--- src/rtl/cpu_scheduling_simulator_assert.svh ---
// ---------------------------------------------------------------------------
// CPU scheduling simulator assertion macros
// Concurrent assertion wrappers, clocked on clk and disabled in reset.
// ---------------------------------------------------------------------------
`ifndef CPU_SCHEDULING_SIMULATOR_ASSERT_SVH
`define CPU_SCHEDULING_SIMULATOR_ASSERT_SVH
`ifndef SYNTH
// Same-cycle implication.
`define CSS_ASSERT_IMP(lbl, ante, cons) \
    lbl: assert property (@(posedge clk) disable iff (!rst_n) (ante) |-> (cons)) \
        else $error("assertion failed");
// Next-cycle implication.
`define CSS_ASSERT_NXT(lbl, ante, cons) \
    lbl: assert property (@(posedge clk) disable iff (!rst_n) (ante) |=> (cons)) \
        else $error("assertion failed");
`else
`define CSS_ASSERT_IMP(lbl, ante, cons)
`define CSS_ASSERT_NXT(lbl, ante, cons)
`endif
`endif

--- src/rtl/css_pkg.sv ---
// ---------------------------------------------------------------------------
// CPU scheduling simulator package
// Sizes, mode codes and the command and status bundles.
// ---------------------------------------------------------------------------
package css_pkg;
    localparam int MAX_PROCS = 16;
    localparam int IDX_W     = $clog2(MAX_PROCS);
    localparam int CNT_W     = $clog2(MAX_PROCS + 1);
    localparam int TICK_W    = 21;
    localparam int SUM_W     = 25;

    localparam logic [2:0] MODE_FCFS = 3'd0;
    localparam logic [2:0] MODE_SJF  = 3'd1;
    localparam logic [2:0] MODE_RR   = 3'd2;
    localparam logic [2:0] MODE_SRTF = 3'd3;
    localparam logic [2:0] MODE_PRIO = 3'd4;
    localparam logic [2:0] MODE_PRIP = 3'd5;

    localparam logic [1:0] REG_SCHED_MODE = 2'd0;
    localparam logic [1:0] REG_QUANTUM    = 2'd1;

    typedef struct packed {
        logic load;       // insert the accepted record
        logic init;       // start a run
        logic scan_clr;   // restart the table scan
        logic scan_en;    // examine one entry
        logic idle_adv;   // move the tick to the next ready time
        logic dispatch;   // run the chosen entry for one slice
        logic requeue;    // cut-off entry becomes ready again
        logic finish;     // chosen entry completed
        logic emit;       // load the result register
        logic count_clr;  // empty the table after the run
    } css_cmd_t;

    typedef struct packed {
        logic scan_last;
        logic have_best;
        logic rem_left;
        logic run_done;
        logic out_free;
    } css_status_t;
endpackage

--- src/rtl/css_ctrl.sv ---
// ---------------------------------------------------------------------------
// CPU scheduling simulator controller
// Sequences loading, table scans, dispatch and result hand-off.
// ---------------------------------------------------------------------------
module css_ctrl
    import css_pkg::*;
(
    input  logic        clk,
    input  logic        rst_n,
    input  logic        in_valid,
    input  logic        in_last,
    output logic        in_ready,
    input  css_status_t status,
    output css_cmd_t    cmd
);
`include "cpu_scheduling_simulator_assert.svh"

    typedef enum logic [2:0] {
        ST_IDLE,
        ST_INIT,
        ST_SCAN,
        ST_DECIDE,
        ST_CHECK,
        ST_EMIT
    } state_t;

    state_t st_reg, st_next;

    always_comb
    begin
        st_next  = st_reg;
        cmd      = '0;
        in_ready = 1'b0;
        unique case (st_reg)
            ST_IDLE:
            begin
                in_ready = 1'b1;
                if (in_valid)
                begin
                    cmd.load = 1'b1;
                    if (in_last)
                        st_next = ST_INIT;
                end
            end
            ST_INIT:
            begin
                cmd.init     = 1'b1;
                cmd.scan_clr = 1'b1;
                st_next      = ST_SCAN;
            end
            ST_SCAN:
            begin
                cmd.scan_en = 1'b1;
                if (status.scan_last)
                    st_next = ST_DECIDE;
            end
            ST_DECIDE:
            begin
                if (status.have_best)
                begin
                    cmd.dispatch = 1'b1;
                    st_next      = ST_CHECK;
                end
                else
                begin
                    cmd.idle_adv = 1'b1;
                    cmd.scan_clr = 1'b1;
                    st_next      = ST_SCAN;
                end
            end
            ST_CHECK:
            begin
                if (status.rem_left)
                begin
                    cmd.requeue  = 1'b1;
                    cmd.scan_clr = 1'b1;
                    st_next      = ST_SCAN;
                end
                else
                begin
                    cmd.finish = 1'b1;
                    st_next    = ST_EMIT;
                end
            end
            ST_EMIT:
            begin
                if (status.out_free)
                begin
                    cmd.emit = 1'b1;
                    if (status.run_done)
                    begin
                        cmd.count_clr = 1'b1;
                        st_next       = ST_IDLE;
                    end
                    else
                    begin
                        cmd.scan_clr = 1'b1;
                        st_next      = ST_SCAN;
                    end
                end
            end
            default:
            begin
                st_next = ST_IDLE;
            end
        endcase
    end

    always_ff @(posedge clk or negedge rst_n)
    begin
        if (!rst_n)
            st_reg <= ST_IDLE;
        else
            st_reg <= st_next;
    end

    `CSS_ASSERT_NXT(a_emit_exit, st_reg == ST_EMIT && status.out_free, st_reg == ST_IDLE || st_reg == ST_SCAN)
    `CSS_ASSERT_NXT(a_scan_hold, st_reg == ST_SCAN && !status.scan_last, st_reg == ST_SCAN)
    `CSS_ASSERT_NXT(a_check_exit, st_reg == ST_CHECK, st_reg == ST_SCAN || st_reg == ST_EMIT)
endmodule

--- src/rtl/css_datapath.sv ---
// ---------------------------------------------------------------------------
// CPU scheduling simulator datapath
// Process table, scan comparator, tick and sums, result register.
// ---------------------------------------------------------------------------
module css_datapath
    import css_pkg::*;
(
    input  logic          clk,
    input  logic          rst_n,
    input  css_cmd_t      cmd,
    output css_status_t   status,
    input  logic          cfg_valid,
    input  logic [1:0]    cfg_index,
    input  logic [15:0]   cfg_data,
    input  logic [15:0]   in_arrival,
    input  logic [15:0]   in_burst,
    input  logic [7:0]    in_priority,
    output logic          out_valid,
    input  logic          out_ready,
    output logic [3:0]    out_index,
    output logic [20:0]   out_completion,
    output logic [20:0]   out_turnaround,
    output logic [20:0]   out_wait,
    output logic [24:0]   out_total_turn,
    output logic [24:0]   out_total_wait,
    output logic          out_last
);
    logic [15:0]       arr_reg  [MAX_PROCS];
    logic [15:0]       bur_reg  [MAX_PROCS];
    logic [15:0]       rem_reg  [MAX_PROCS];
    logic [7:0]        pri_reg  [MAX_PROCS];
    logic [TICK_W-1:0] rt_reg   [MAX_PROCS];
    logic [3:0]        lo_reg   [MAX_PROCS];
    logic [MAX_PROCS-1:0] done_reg;
    logic [CNT_W-1:0]  count_reg, fin_reg;
    logic [TICK_W-1:0] tick_reg;
    logic [SUM_W-1:0]  sum_t_reg, sum_w_reg;
    logic [2:0]        mode_reg;
    logic [15:0]       quant_reg;

    logic [IDX_W-1:0]  idx_reg, best_idx_reg;
    logic              have_best_reg;
    logic [15:0]       best_rem_reg, best_arr_reg, best_bur_reg;
    logic [7:0]        best_pri_reg;
    logic [TICK_W-1:0] best_rt_reg, next_rt_reg;
    logic [15:0]       disp_rem_reg;
    logic [TICK_W-1:0] turn_reg, wait_reg;

    // Slice length.
    logic        sliced;
    logic [15:0] quant_eff, slice;

    assign sliced    = (mode_reg == MODE_RR) || (mode_reg == MODE_SRTF) ||
                       (mode_reg == MODE_PRIP);
    assign quant_eff = (quant_reg == 16'd0) ? 16'd1 : quant_reg;
    assign slice     = (sliced && best_rem_reg > quant_eff) ? quant_eff : best_rem_reg;

    // Insertion: an entry after the new record's place shifts up by one.
    logic [MAX_PROCS-1:0] later;
    logic                 can_load;

    always_comb
    begin
        for (int j = 0; j < MAX_PROCS; j++)
            later[j] = (CNT_W'(j) < count_reg) && (arr_reg[j] > in_arrival);
    end

    assign can_load = cmd.load && (count_reg < CNT_W'(MAX_PROCS));

    genvar g;
    generate
        for (g = 0; g < MAX_PROCS; g++)
        begin : g_entry
            logic keep, take_new;
            assign keep     = !later[g] && (CNT_W'(g) < count_reg);
            if (g == 0)
            begin : g_first
                assign take_new = 1'b1;
            end
            else
            begin : g_rest
                assign take_new = !later[g-1];
            end

            always_ff @(posedge clk)
            begin
                if (can_load && !keep && (CNT_W'(g) <= count_reg))
                begin
                    if (take_new)
                    begin
                        arr_reg[g] <= in_arrival;
                        bur_reg[g] <= in_burst;
                        rem_reg[g] <= in_burst;
                        pri_reg[g] <= in_priority;
                        rt_reg[g]  <= TICK_W'(in_arrival);
                        lo_reg[g]  <= count_reg[3:0];
                    end
                    else if (g > 0)
                    begin
                        arr_reg[g] <= arr_reg[(g > 0) ? g - 1 : 0];
                        bur_reg[g] <= bur_reg[(g > 0) ? g - 1 : 0];
                        rem_reg[g] <= rem_reg[(g > 0) ? g - 1 : 0];
                        pri_reg[g] <= pri_reg[(g > 0) ? g - 1 : 0];
                        rt_reg[g]  <= rt_reg[(g > 0) ? g - 1 : 0];
                        lo_reg[g]  <= lo_reg[(g > 0) ? g - 1 : 0];
                    end
                end
                else if (cmd.dispatch && best_idx_reg == IDX_W'(g))
                begin
                    rem_reg[g] <= best_rem_reg - slice;
                end
                else if (cmd.requeue && best_idx_reg == IDX_W'(g))
                begin
                    rt_reg[g] <= tick_reg;
                end
            end
        end
    endgenerate

    // Scan candidate.
    logic [15:0]       c_rem, c_arr, c_bur;
    logic [7:0]        c_pri;
    logic [TICK_W-1:0] c_rt;
    logic              c_beats, c_ready, c_live;

    assign c_rem   = rem_reg[idx_reg];
    assign c_arr   = arr_reg[idx_reg];
    assign c_bur   = bur_reg[idx_reg];
    assign c_pri   = pri_reg[idx_reg];
    assign c_rt    = rt_reg[idx_reg];
    assign c_live  = !done_reg[idx_reg];
    assign c_ready = c_rt <= tick_reg;

    always_comb
    begin
        unique case (mode_reg)
            MODE_SJF, MODE_SRTF: c_beats = c_rem < best_rem_reg;
            MODE_PRIO, MODE_PRIP: c_beats = c_pri > best_pri_reg;
            MODE_RR:
                c_beats = (c_rt < best_rt_reg) ||
                          ((c_rt == best_rt_reg) && (c_arr < best_arr_reg));
            default: c_beats = 1'b0;
        endcase
    end

    assign status.scan_last = ({1'b0, idx_reg} == CNT_W'(count_reg - CNT_W'(1)));
    assign status.have_best = have_best_reg;
    assign status.rem_left  = disp_rem_reg != 16'd0;
    assign status.run_done  = fin_reg == count_reg;
    assign status.out_free  = !out_valid || out_ready;

    logic [SUM_W-1:0] sum_t_next, sum_w_next;
    assign sum_t_next = sum_t_reg + SUM_W'(turn_reg);
    assign sum_w_next = sum_w_reg + SUM_W'(wait_reg);

    always_ff @(posedge clk or negedge rst_n)
    begin
        if (!rst_n)
        begin
            mode_reg      <= MODE_FCFS;
            quant_reg     <= 16'd4;
            count_reg     <= '0;
            fin_reg       <= '0;
            done_reg      <= '0;
            tick_reg      <= '0;
            sum_t_reg     <= '0;
            sum_w_reg     <= '0;
            idx_reg       <= '0;
            have_best_reg <= 1'b0;
            out_valid     <= 1'b0;
        end
        else
        begin
            if (cfg_valid && cfg_index == REG_SCHED_MODE)
                mode_reg <= cfg_data[2:0];
            else if (cfg_valid && cfg_index == REG_QUANTUM)
                quant_reg <= cfg_data;

            if (can_load)
                count_reg <= count_reg + CNT_W'(1);
            else if (cmd.count_clr)
                count_reg <= '0;

            if (cmd.init)
            begin
                fin_reg   <= '0;
                done_reg  <= '0;
                tick_reg  <= '0;
                sum_t_reg <= '0;
                sum_w_reg <= '0;
            end

            if (cmd.scan_clr)
            begin
                idx_reg       <= '0;
                have_best_reg <= 1'b0;
            end
            else if (cmd.scan_en)
            begin
                idx_reg <= idx_reg + IDX_W'(1);
                if (c_live && c_ready && (!have_best_reg || c_beats))
                    have_best_reg <= 1'b1;
            end

            if (cmd.idle_adv)
                tick_reg <= next_rt_reg;
            else if (cmd.dispatch)
                tick_reg <= tick_reg + TICK_W'(slice);

            if (cmd.finish)
            begin
                done_reg[best_idx_reg] <= 1'b1;
                fin_reg                <= fin_reg + CNT_W'(1);
            end

            if (cmd.emit)
            begin
                sum_t_reg <= sum_t_next;
                sum_w_reg <= sum_w_next;
                out_valid <= 1'b1;
            end
            else if (out_ready)
                out_valid <= 1'b0;
        end
    end

    always_ff @(posedge clk)
    begin
        if (cmd.scan_clr)
            next_rt_reg <= '1;
        else if (cmd.scan_en && c_live)
        begin
            if (c_ready)
            begin
                if (!have_best_reg || c_beats)
                begin
                    best_idx_reg <= idx_reg;
                    best_rem_reg <= c_rem;
                    best_arr_reg <= c_arr;
                    best_bur_reg <= c_bur;
                    best_pri_reg <= c_pri;
                    best_rt_reg  <= c_rt;
                end
            end
            else if (c_rt < next_rt_reg)
                next_rt_reg <= c_rt;
        end

        if (cmd.dispatch)
            disp_rem_reg <= best_rem_reg - slice;

        if (cmd.finish)
        begin
            turn_reg <= tick_reg - TICK_W'(best_arr_reg);
            wait_reg <= tick_reg - TICK_W'(best_arr_reg) - TICK_W'(best_bur_reg);
        end

        if (cmd.emit)
        begin
            out_index      <= lo_reg[best_idx_reg];
            out_completion <= tick_reg;
            out_turnaround <= turn_reg;
            out_wait       <= wait_reg;
            out_total_turn <= sum_t_next;
            out_total_wait <= sum_w_next;
            out_last       <= status.run_done;
        end
    end
endmodule

--- src/rtl/cpu_scheduling_simulator.sv ---
// ---------------------------------------------------------------------------
// CPU scheduling simulator
// Loads process records, then schedules them and streams one result each.
// ---------------------------------------------------------------------------
// Records enter on s_axis; each accepted item is placed into the arrival-
// sorted table while it holds fewer than 16 entries; an item that arrives
// at a full table is dropped. The item with tlast set starts the run.
// During a run s_axis_tready is low. Each dispatch decision scans the
// table one entry per cycle; a slice that finishes a process then passes
// through the check and emit states before its result is loaded into the
// output register, and a slice that is cut off returns to a new scan.
// Results leave on m_axis in completion order; tlast marks the final one.
// When the receiver stalls, the run holds at the next result until the
// output register is taken. The cfg channel is always ready: index 0 sets
// the mode, index 1 the quantum. Reset empties the table, sets FCFS and a
// quantum of four.
// ---------------------------------------------------------------------------
module cpu_scheduling_simulator
    import css_pkg::*;
(
    input  logic         clk,
    input  logic         rst_n,
    input  logic         cfg_valid,
    output logic         cfg_ready,
    input  logic [1:0]   cfg_index,
    input  logic [15:0]  cfg_data,
    input  logic         s_axis_tvalid,
    output logic         s_axis_tready,
    // arrival_time[15:0], burst_time[31:16], priority_req[39:32]
    input  logic [39:0]  s_axis_tdata,
    input  logic         s_axis_tlast,
    output logic         m_axis_tvalid,
    input  logic         m_axis_tready,
    // process_index[3:0], completion_time[24:4], turnaround_time[45:25],
    // wait_time[66:46], total_turnaround[91:67], total_wait[116:92], zero pad
    output logic [119:0] m_axis_tdata,
    output logic         m_axis_tlast
);
    css_cmd_t    cmd;
    css_status_t status;

    logic [3:0]  o_idx;
    logic [20:0] o_comp, o_turn, o_wait;
    logic [24:0] o_tt, o_tw;

    assign cfg_ready = 1'b1;

    css_ctrl u_ctrl (
        .clk      (clk),
        .rst_n    (rst_n),
        .in_valid (s_axis_tvalid),
        .in_last  (s_axis_tlast),
        .in_ready (s_axis_tready),
        .status   (status),
        .cmd      (cmd)
    );

    css_datapath u_dp (
        .clk            (clk),
        .rst_n          (rst_n),
        .cmd            (cmd),
        .status         (status),
        .cfg_valid      (cfg_valid),
        .cfg_index      (cfg_index),
        .cfg_data       (cfg_data),
        .in_arrival     (s_axis_tdata[15:0]),
        .in_burst       (s_axis_tdata[31:16]),
        .in_priority    (s_axis_tdata[39:32]),
        .out_valid      (m_axis_tvalid),
        .out_ready      (m_axis_tready),
        .out_index      (o_idx),
        .out_completion (o_comp),
        .out_turnaround (o_turn),
        .out_wait       (o_wait),
        .out_total_turn (o_tt),
        .out_total_wait (o_tw),
        .out_last       (m_axis_tlast)
    );

    assign m_axis_tdata = {3'b000, o_tw, o_tt, o_wait, o_turn, o_comp, o_idx};
endmodule
--- config.mk ---
export PLATFORM = sky130hd
export DESIGN_NAME = cpu_scheduling_simulator
export DESIGN_NICKNAME = d
export VERILOG_FILES = /design/src/rtl/css_pkg.sv /design/src/rtl/css_ctrl.sv /design/src/rtl/css_datapath.sv /design/src/rtl/cpu_scheduling_simulator.sv
export VERILOG_INCLUDE_DIRS = /design/src /design/src/rtl
export SDC_FILE = /design/constraint.sdc
export NUM_CORES = 2
export LEC_CHECK = 0
export ABC_AREA = 1
export BUFFER_PORTS_ARGS = -buffer_cell sky130_fd_sc_hd__buf_2
export CORE_MARGIN = 1.5
export CORE_UTILIZATION = 31
export DETAILED_ROUTE_END_ITERATION = 16
export SLEW_MARGIN = 15
export SYNTH_ARGS = -nofsm -noshare
export SYNTH_HDL_FRONTEND = slang
export SYNTH_SLANG_ARGS = --single-unit
export TNS_END_PERCENT = 20
--- constraint.sdc ---
create_clock -name clk -period 12.4 [get_ports clk]
set_clock_uncertainty 0.15 [all_clocks]
set_input_delay 0.62 -clock clk [delete_from_list [all_inputs] [get_ports clk]]
set_output_delay 0.62 -clock clk [all_outputs]
set_load 0.02 [all_outputs]
Word level (Yosys, flattened, before mapping)
Memories as Yosys holds them, arrays and structs flattened. A register that Yosys moved wholly into a read port is not among the register bits.
Cells that the tools add are included.
- memories: 6
- RAM bits: 1296
- input port bits: 64
- register bits: 383
- reductions and logical operators: 164
- add/sub/neg operators: 10
- bitwise logic cells: 126
- equality and inequality tests: 33
- muxes and demuxes: 377
- $lt $le $gt $ge: 59
- memory list (memory ; depth ; bits a word ; read ports ; clocked after Yosys merged registers in ; write ports ; RTL line ; RTL):
    u_dp.rt_reg ; 16 ; 21 ; 16 ; 0 ; 16 ; css_datapath.sv:32 ; logic [TICK_W-1:0] rt_reg [MAX_PROCS];
    u_dp.arr_reg ; 16 ; 16 ; 17 ; 0 ; 16 ; css_datapath.sv:28 ; logic [15:0] arr_reg [MAX_PROCS];
    u_dp.bur_reg ; 16 ; 16 ; 16 ; 1 ; 16 ; css_datapath.sv:29 ; logic [15:0] bur_reg [MAX_PROCS];
    u_dp.rem_reg ; 16 ; 16 ; 16 ; 0 ; 16 ; css_datapath.sv:30 ; logic [15:0] rem_reg [MAX_PROCS];
    u_dp.pri_reg ; 16 ; 8 ; 16 ; 0 ; 16 ; css_datapath.sv:31 ; logic [7:0] pri_reg [MAX_PROCS];
    u_dp.lo_reg ; 16 ; 4 ; 16 ; 1 ; 16 ; css_datapath.sv:33 ; logic [3:0] lo_reg [MAX_PROCS];
- operators by type and width (kind ; number):
    16-bit 2-to-1 mux ; 65
    21-bit 2-to-1 mux ; 34
    16-bit > comparator ; 17
    1-bit 2-to-1 mux ; 223
    1-bit OR ; 122
    8-bit 2-to-1 mux ; 15
    1-bit logical AND ; 105
    25-bit 2-to-1 mux ; 3
    4-bit 2-to-1 mux ; 17
    25-bit by 21-bit adder with 25-bit output ; 2
    21-bit less-than comparator ; 2
    21-bit by 16-bit subtractor with 21-bit output ; 2
    4-bit by 5-bit <= comparator with 1-bit output (first input constant) ; 8
    4-bit by 5-bit less-than comparator with 1-bit output (first input constant) ; 8
    1-bit zero test ; 35
    4-bit == test (second input constant) ; 8
    16-bit less-than comparator ; 2
    21-bit by 16-bit adder with 21-bit output ; 1
    21-bit == test ; 1
    21-bit <= comparator ; 1
    3-bit by 5-bit <= comparator with 1-bit output (first input constant) ; 4
    3-bit by 5-bit less-than comparator with 1-bit output (first input constant) ; 4
    5-bit 2-to-1 mux ; 4
    3-bit 2-to-1 mux ; 6
    42 further kinds ; 80

Depth between registers and ports, before layout
An unclocked memory read counts as a cell.
- word-level depth: 12
- depth in mapped cells: 29
- gate-level depth less buffers: 27

Cells and area by module
Synthesis repeated with hierarchy kept, for this count alone.
- cell total of the unflattened synthesis: 11552
- area total of the unflattened synthesis: 99245.2 um2
- by module, submodules not included (module ; seq. area each (um2) ; area an instance (um2) ; instances ; cells an instance):
    css_datapath ; 50109.3 ; 98918.6 ; 1 ; 11499
    css_ctrl ; 75.1 ; 289.0 ; 1 ; 47
    cpu_scheduling_simulator ; 0.0 ; 37.5 ; 1 ; 6

Worst setup path after synthesis
Ideal clock, no wire load.
- path kind: flip-flop to flip-flop
- start: register u_dp.idx_reg[0]
- end: register u_dp.best_arr_reg[0] (enable)
- stages on the path, launching flop included: 17
- clock period less this slack: 7667 ps
- path buffers: 3
- library setup time: 547 ps
- slack: 4733 ps
- arrival time: 6969 ps
- data required time: 11703 ps
- cell sequence: dfrtp_1 > inv_2 > buf_2 > clkbuf_1 > clkbuf_1 > a21oi_1 > o21ai_0 > nand3_1 > nand3_1 > nand2_1 > ha_1 > nand2_1 > nor3b_1 > or3b_2 > o31ai_1 > nand2_1 > a21oi_1
- longest elaborated chain between the ends: 7
- elaborated cells between the ends (all ways): 19
- those cells by class: order compare (5); eq/ne (1); mux (3); reduce/logical (6); memory (4)
- ends and longest elaborated chain (what ; RTL line ; RTL):
    start: declaration ; css_datapath.sv:41 ; logic [IDX_W-1:0] idx_reg, best_idx_reg;
    start signal: assignment ; css_datapath.sv:200 ; idx_reg <= idx_reg + IDX_W'(1);
    memory 16 x 21 bit (*) ; n/a ;
    net u_dp.c_rt[4] ; css_datapath.sv:123 ; logic [TICK_W-1:0] c_rt;
    branches (longest 5 deep; another with 21-bit less-than comparator) ; n/a ;
    4-bit AND reduction (no line) (*) ; n/a ;
    end signal: assignment ; css_datapath.sv:239 ; best_arr_reg <= c_arr;
    end: declaration ; css_datapath.sv:43 ; logic [15:0] best_rem_reg, best_arr_reg, best_bur_reg;
Mark *: on every way through the listed nets, which the timed path passes. The select of a mux whose other input is x is not followed.
A chain may end at the register's enable or synchronous reset.

Worst setup path after layout
- start: register u_dp.idx_reg[1]
- end: register u_dp.best_pri_reg[4] (enable)
- longest elaborated chain between the ends: 7
- elaborated cells between the ends (all ways): 19
- those cells by class: order compare (5); eq/ne (1); mux (3); reduce/logical (6); memory (4)
- ends and longest elaborated chain (what ; RTL line ; RTL):
    memory 16 x 21 bit (*) ; n/a ;
    net u_dp.c_rt[2] ; css_datapath.sv:123 ;
    branches (longest 5 deep; another with 21-bit less-than comparator) ; n/a ;
    4-bit AND reduction (no line) (*) ; n/a ;
    end signal: assignment ; css_datapath.sv:241 ; best_pri_reg <= c_pri;
    end: declaration ; css_datapath.sv:44 ; logic [7:0] best_pri_reg;
Marks and branches as above.

==> results.md <==
- Area of the multi-input gates: 41200 sq um
- GR Util All Layers: 0.243
- Post-synthesis cell area: 98500 sq um
- Max Cap Violations: 0
- Max IR drop VDD: 0.203 mV
- Tightest Pin Transition: 1260 ps
- Clk slew on worst S/H paths: 60 ps
- Share of the yosys chip area belonging to registers: 0.510
- #FFs+latches synth: 1699
- Row Count: 206
- DR iter-0 viols: 14200
- Fraction of layout cells with a size suffix above 1: 0.0658
- Vias in the first global route: 81100
- Dominant synthesized flop cell: edfxtp_1
- Post-synth cell types: 65
- Worst EP required: 12720 ps
- Wire per inst: 25.7 um
- Worst R2R Start: u_dp.idx_reg[1]$_DFFE_PN0P_
- Leak: 46.4 nW
- Initial Util: 0.312
- CTS Buf Count: 192
- Met2 GRT Util: 0.361
- Slew Limit Headroom: 0.161
- HPWL after detailed placement: 272000 um
- CP arrival: 7140 ps
- Total gr overflow: 0
- WHS Endpoint: u_dp.pri_reg[0][2]$_DFFE_PP_
- Worst min path class: input port to flop
- Hold Crit Depth: 1
- First-pass GRT wire length: 576000 um
- Async SR Flop Fraction: 0.0736
- Util after Layout: 0.348
- Fill cells: 32500
- Hold Startpoint: s_axis_tdata[34]
- CTS tree: yes
- Critical Path Start Type: flop
- Final antenna-violating net count: 0
- Synthesized area per cell: 8.49 sq um
- Final setup fails: 0
- FMAX: 0.147 GHz
- Synth area leader: edfxtp_1
- RD Place Congestion: 0.954
- Place WS: 5860 ps
- Post-Route WL: 405000 um
- Commonest cells post-synth: nand2_1 (3226), edfxtp_1 (1553), o21ai_0 (1498), inv_1 (1090), nand3_1 (852)
- Initial antenna violation count: 48
- Clock Root Buffer: clkbuf_16
- Gate Count Post-Synth: 11600
- TritonRoute pass-1 iters: 7
- CP max FO: 62
- Area share of the largest cell type after synthesis: 0.474
- Count leader, synth: nand2_1
- Port Buffers: 183
- FF+latch area: 50200 sq um
- Met1 Track Usage GR: 0.327
- Largest register FFs: 336
- Die Area: 321000 sq um
- Worst reg-to-reg path cell count: 15
- Ports: 188
- H-tree Lvls: 4
- Synth warnings: 0
- Setup TNS: 0 ps
- Hold-fix buffers, CTS: 18
- Status: finished, final reports clean
- Reg2reg end: u_dp.best_pri_reg[4]$_DFFE_PP_
- Die width: 567 um
- Tmin final: 6810 ps
- CORE AREA: 315000 sq um
- Area Growth Syn to Fin: 11.3%
- Setup Crit Path Kind: flop to flop
- Clock Path Buffers: 4
- Drt drc: 0
- RSZ-0062 raised after global routing: false
- TritonCTS Sinks: 1699
- Power per cell area: 192 nW/um^2
- Layout net count: 12000
- Synth area leaders: edfxtp_1 (47%), nand2_1 (12%), o21ai_0 (7.6%)
- CTS resizes: 0
- Reg2Reg Setup Slack: 5590 ps
- Gr busiest metal: met2
- Vias per cell: 5.60
- Met3 usage: 0.0612
- Max-slew violation count: 0
- Final worst path period share: 0.549
- Clk_lat worst skew: 900 ps
- Crit end category: flop
- Pin count of the biggest net entering global routing: 181
- Total number of vias: 88300
- Die Span Y: 567 um
- Post-synth EDFFs: 1553
- # Post-CTS Setup Buffers: 0
- Fin worst setup slack: 5590 ps
- Final Hold Fails: 0
## worst max-delay path by stage
stage               slack [ps]  cells past startpoint                              to                        start
finish                    5590                     15  u_dp.best_pri_reg[4]$_DFFE_PP_  u_dp.idx_reg[1]$_DFFE_PN0P_
global route              5510                     14  u_dp.best_pri_reg[4]$_DFFE_PP_  u_dp.idx_reg[0]$_DFFE_PN0P_
CTS                       5790                     15  u_dp.best_pri_reg[4]$_DFFE_PP_  u_dp.idx_reg[1]$_DFFE_PN0P_
detailed placement        5860                     15  u_dp.best_pri_reg[0]$_DFFE_PP_  u_dp.idx_reg[1]$_DFFE_PN0P_
global placement          5930                     14  u_dp.best_pri_reg[0]$_DFFE_PP_  u_dp.idx_reg[1]$_DFFE_PN0P_
floorplan                 4730                     16  u_dp.best_arr_reg[0]$_DFFE_PP_  u_dp.idx_reg[0]$_DFFE_PN0P_
## power by group
group / internal, mW / switching (mW)
Sequential: 6.76 / 0.261
Clock: 3.27 / 2.52
Combinational: 2.13 / 6.11
Total: 12.2 / 8.88
## cell type report
type	instances	area share
sequential	1699	0.458
multi-input combinational	8026	0.375
clock buffer	253	0.0481
tap	4160	0.0475
inverter	1125	0.0389
timing repair buffer	403	0.0245
clock inverter	90	0.00746
antenna	17	0.000388
## kinds of logic after synthesis
family,count (synthesis),synth area share
flops,1699,0.510
simple gates,4762,0.199
buf+inv,1880,0.0749
xor+xnor,94,0.00836
fa+ha+maj,475,0.0608
compound gates,2691,0.147
other cells,2,0.0000763
## worst max-delay path, cell delays in order (launching register included)
cell	delay (ps)
dfrtp_4	900
buf_4	780
buf_4	700
a21oi_1	80
o21ai_0	120
nand3_1	110
nand3_1	170
nand2_1	300
ha_1	430
nand2_1	70
nor3b_1	230
or3b_2	460
o31ai_1	710
nand2_1	200
a21oi_4	170
buf_4	630
## per-stage QoR
| step | cell area (sq um) | cells | hold slack (ps) | power [mW] |
|---|---|---|---|---|
| final | 110000 | 15800 | 54.6 | 21.1 |
| after global routing | 110000 | 15800 | 20.9 | 21.8 |
| after CTS | 110000 | 15800 | 1.95 | 20.8 |
| after detailed placement | 103000 | 15400 | 295 | 15.1 |
| after global placement | 103000 | 15400 | 298 | 15.0 |
| after floorplan | 98500 | 11600 | 174 | 11.9 |
## placed cells by master, fill, tap and decap left out, drive strengths merged, types with 84 or more instances in the layout
cell type,n
nand4,145
o22ai,92
nand3,856
inv,1113
clkinv,87
nor2,451
edfxtp,1553
a21oi,723
nand2,3227
dfrtp,124
o21ai,1582
ha,469
o221ai,84
clkbuf,253
buf,385
## layer usage
metal,part of all wire,vias up,wire length [um]
met3,0.13,1008,53000
met1,0.39,41700,158000
met5,0.00021,-,83
met2,0.42,6098,170000
li1,-,39600,-
met4,0.059,12,24000
(Power assumes the default switching activity.)
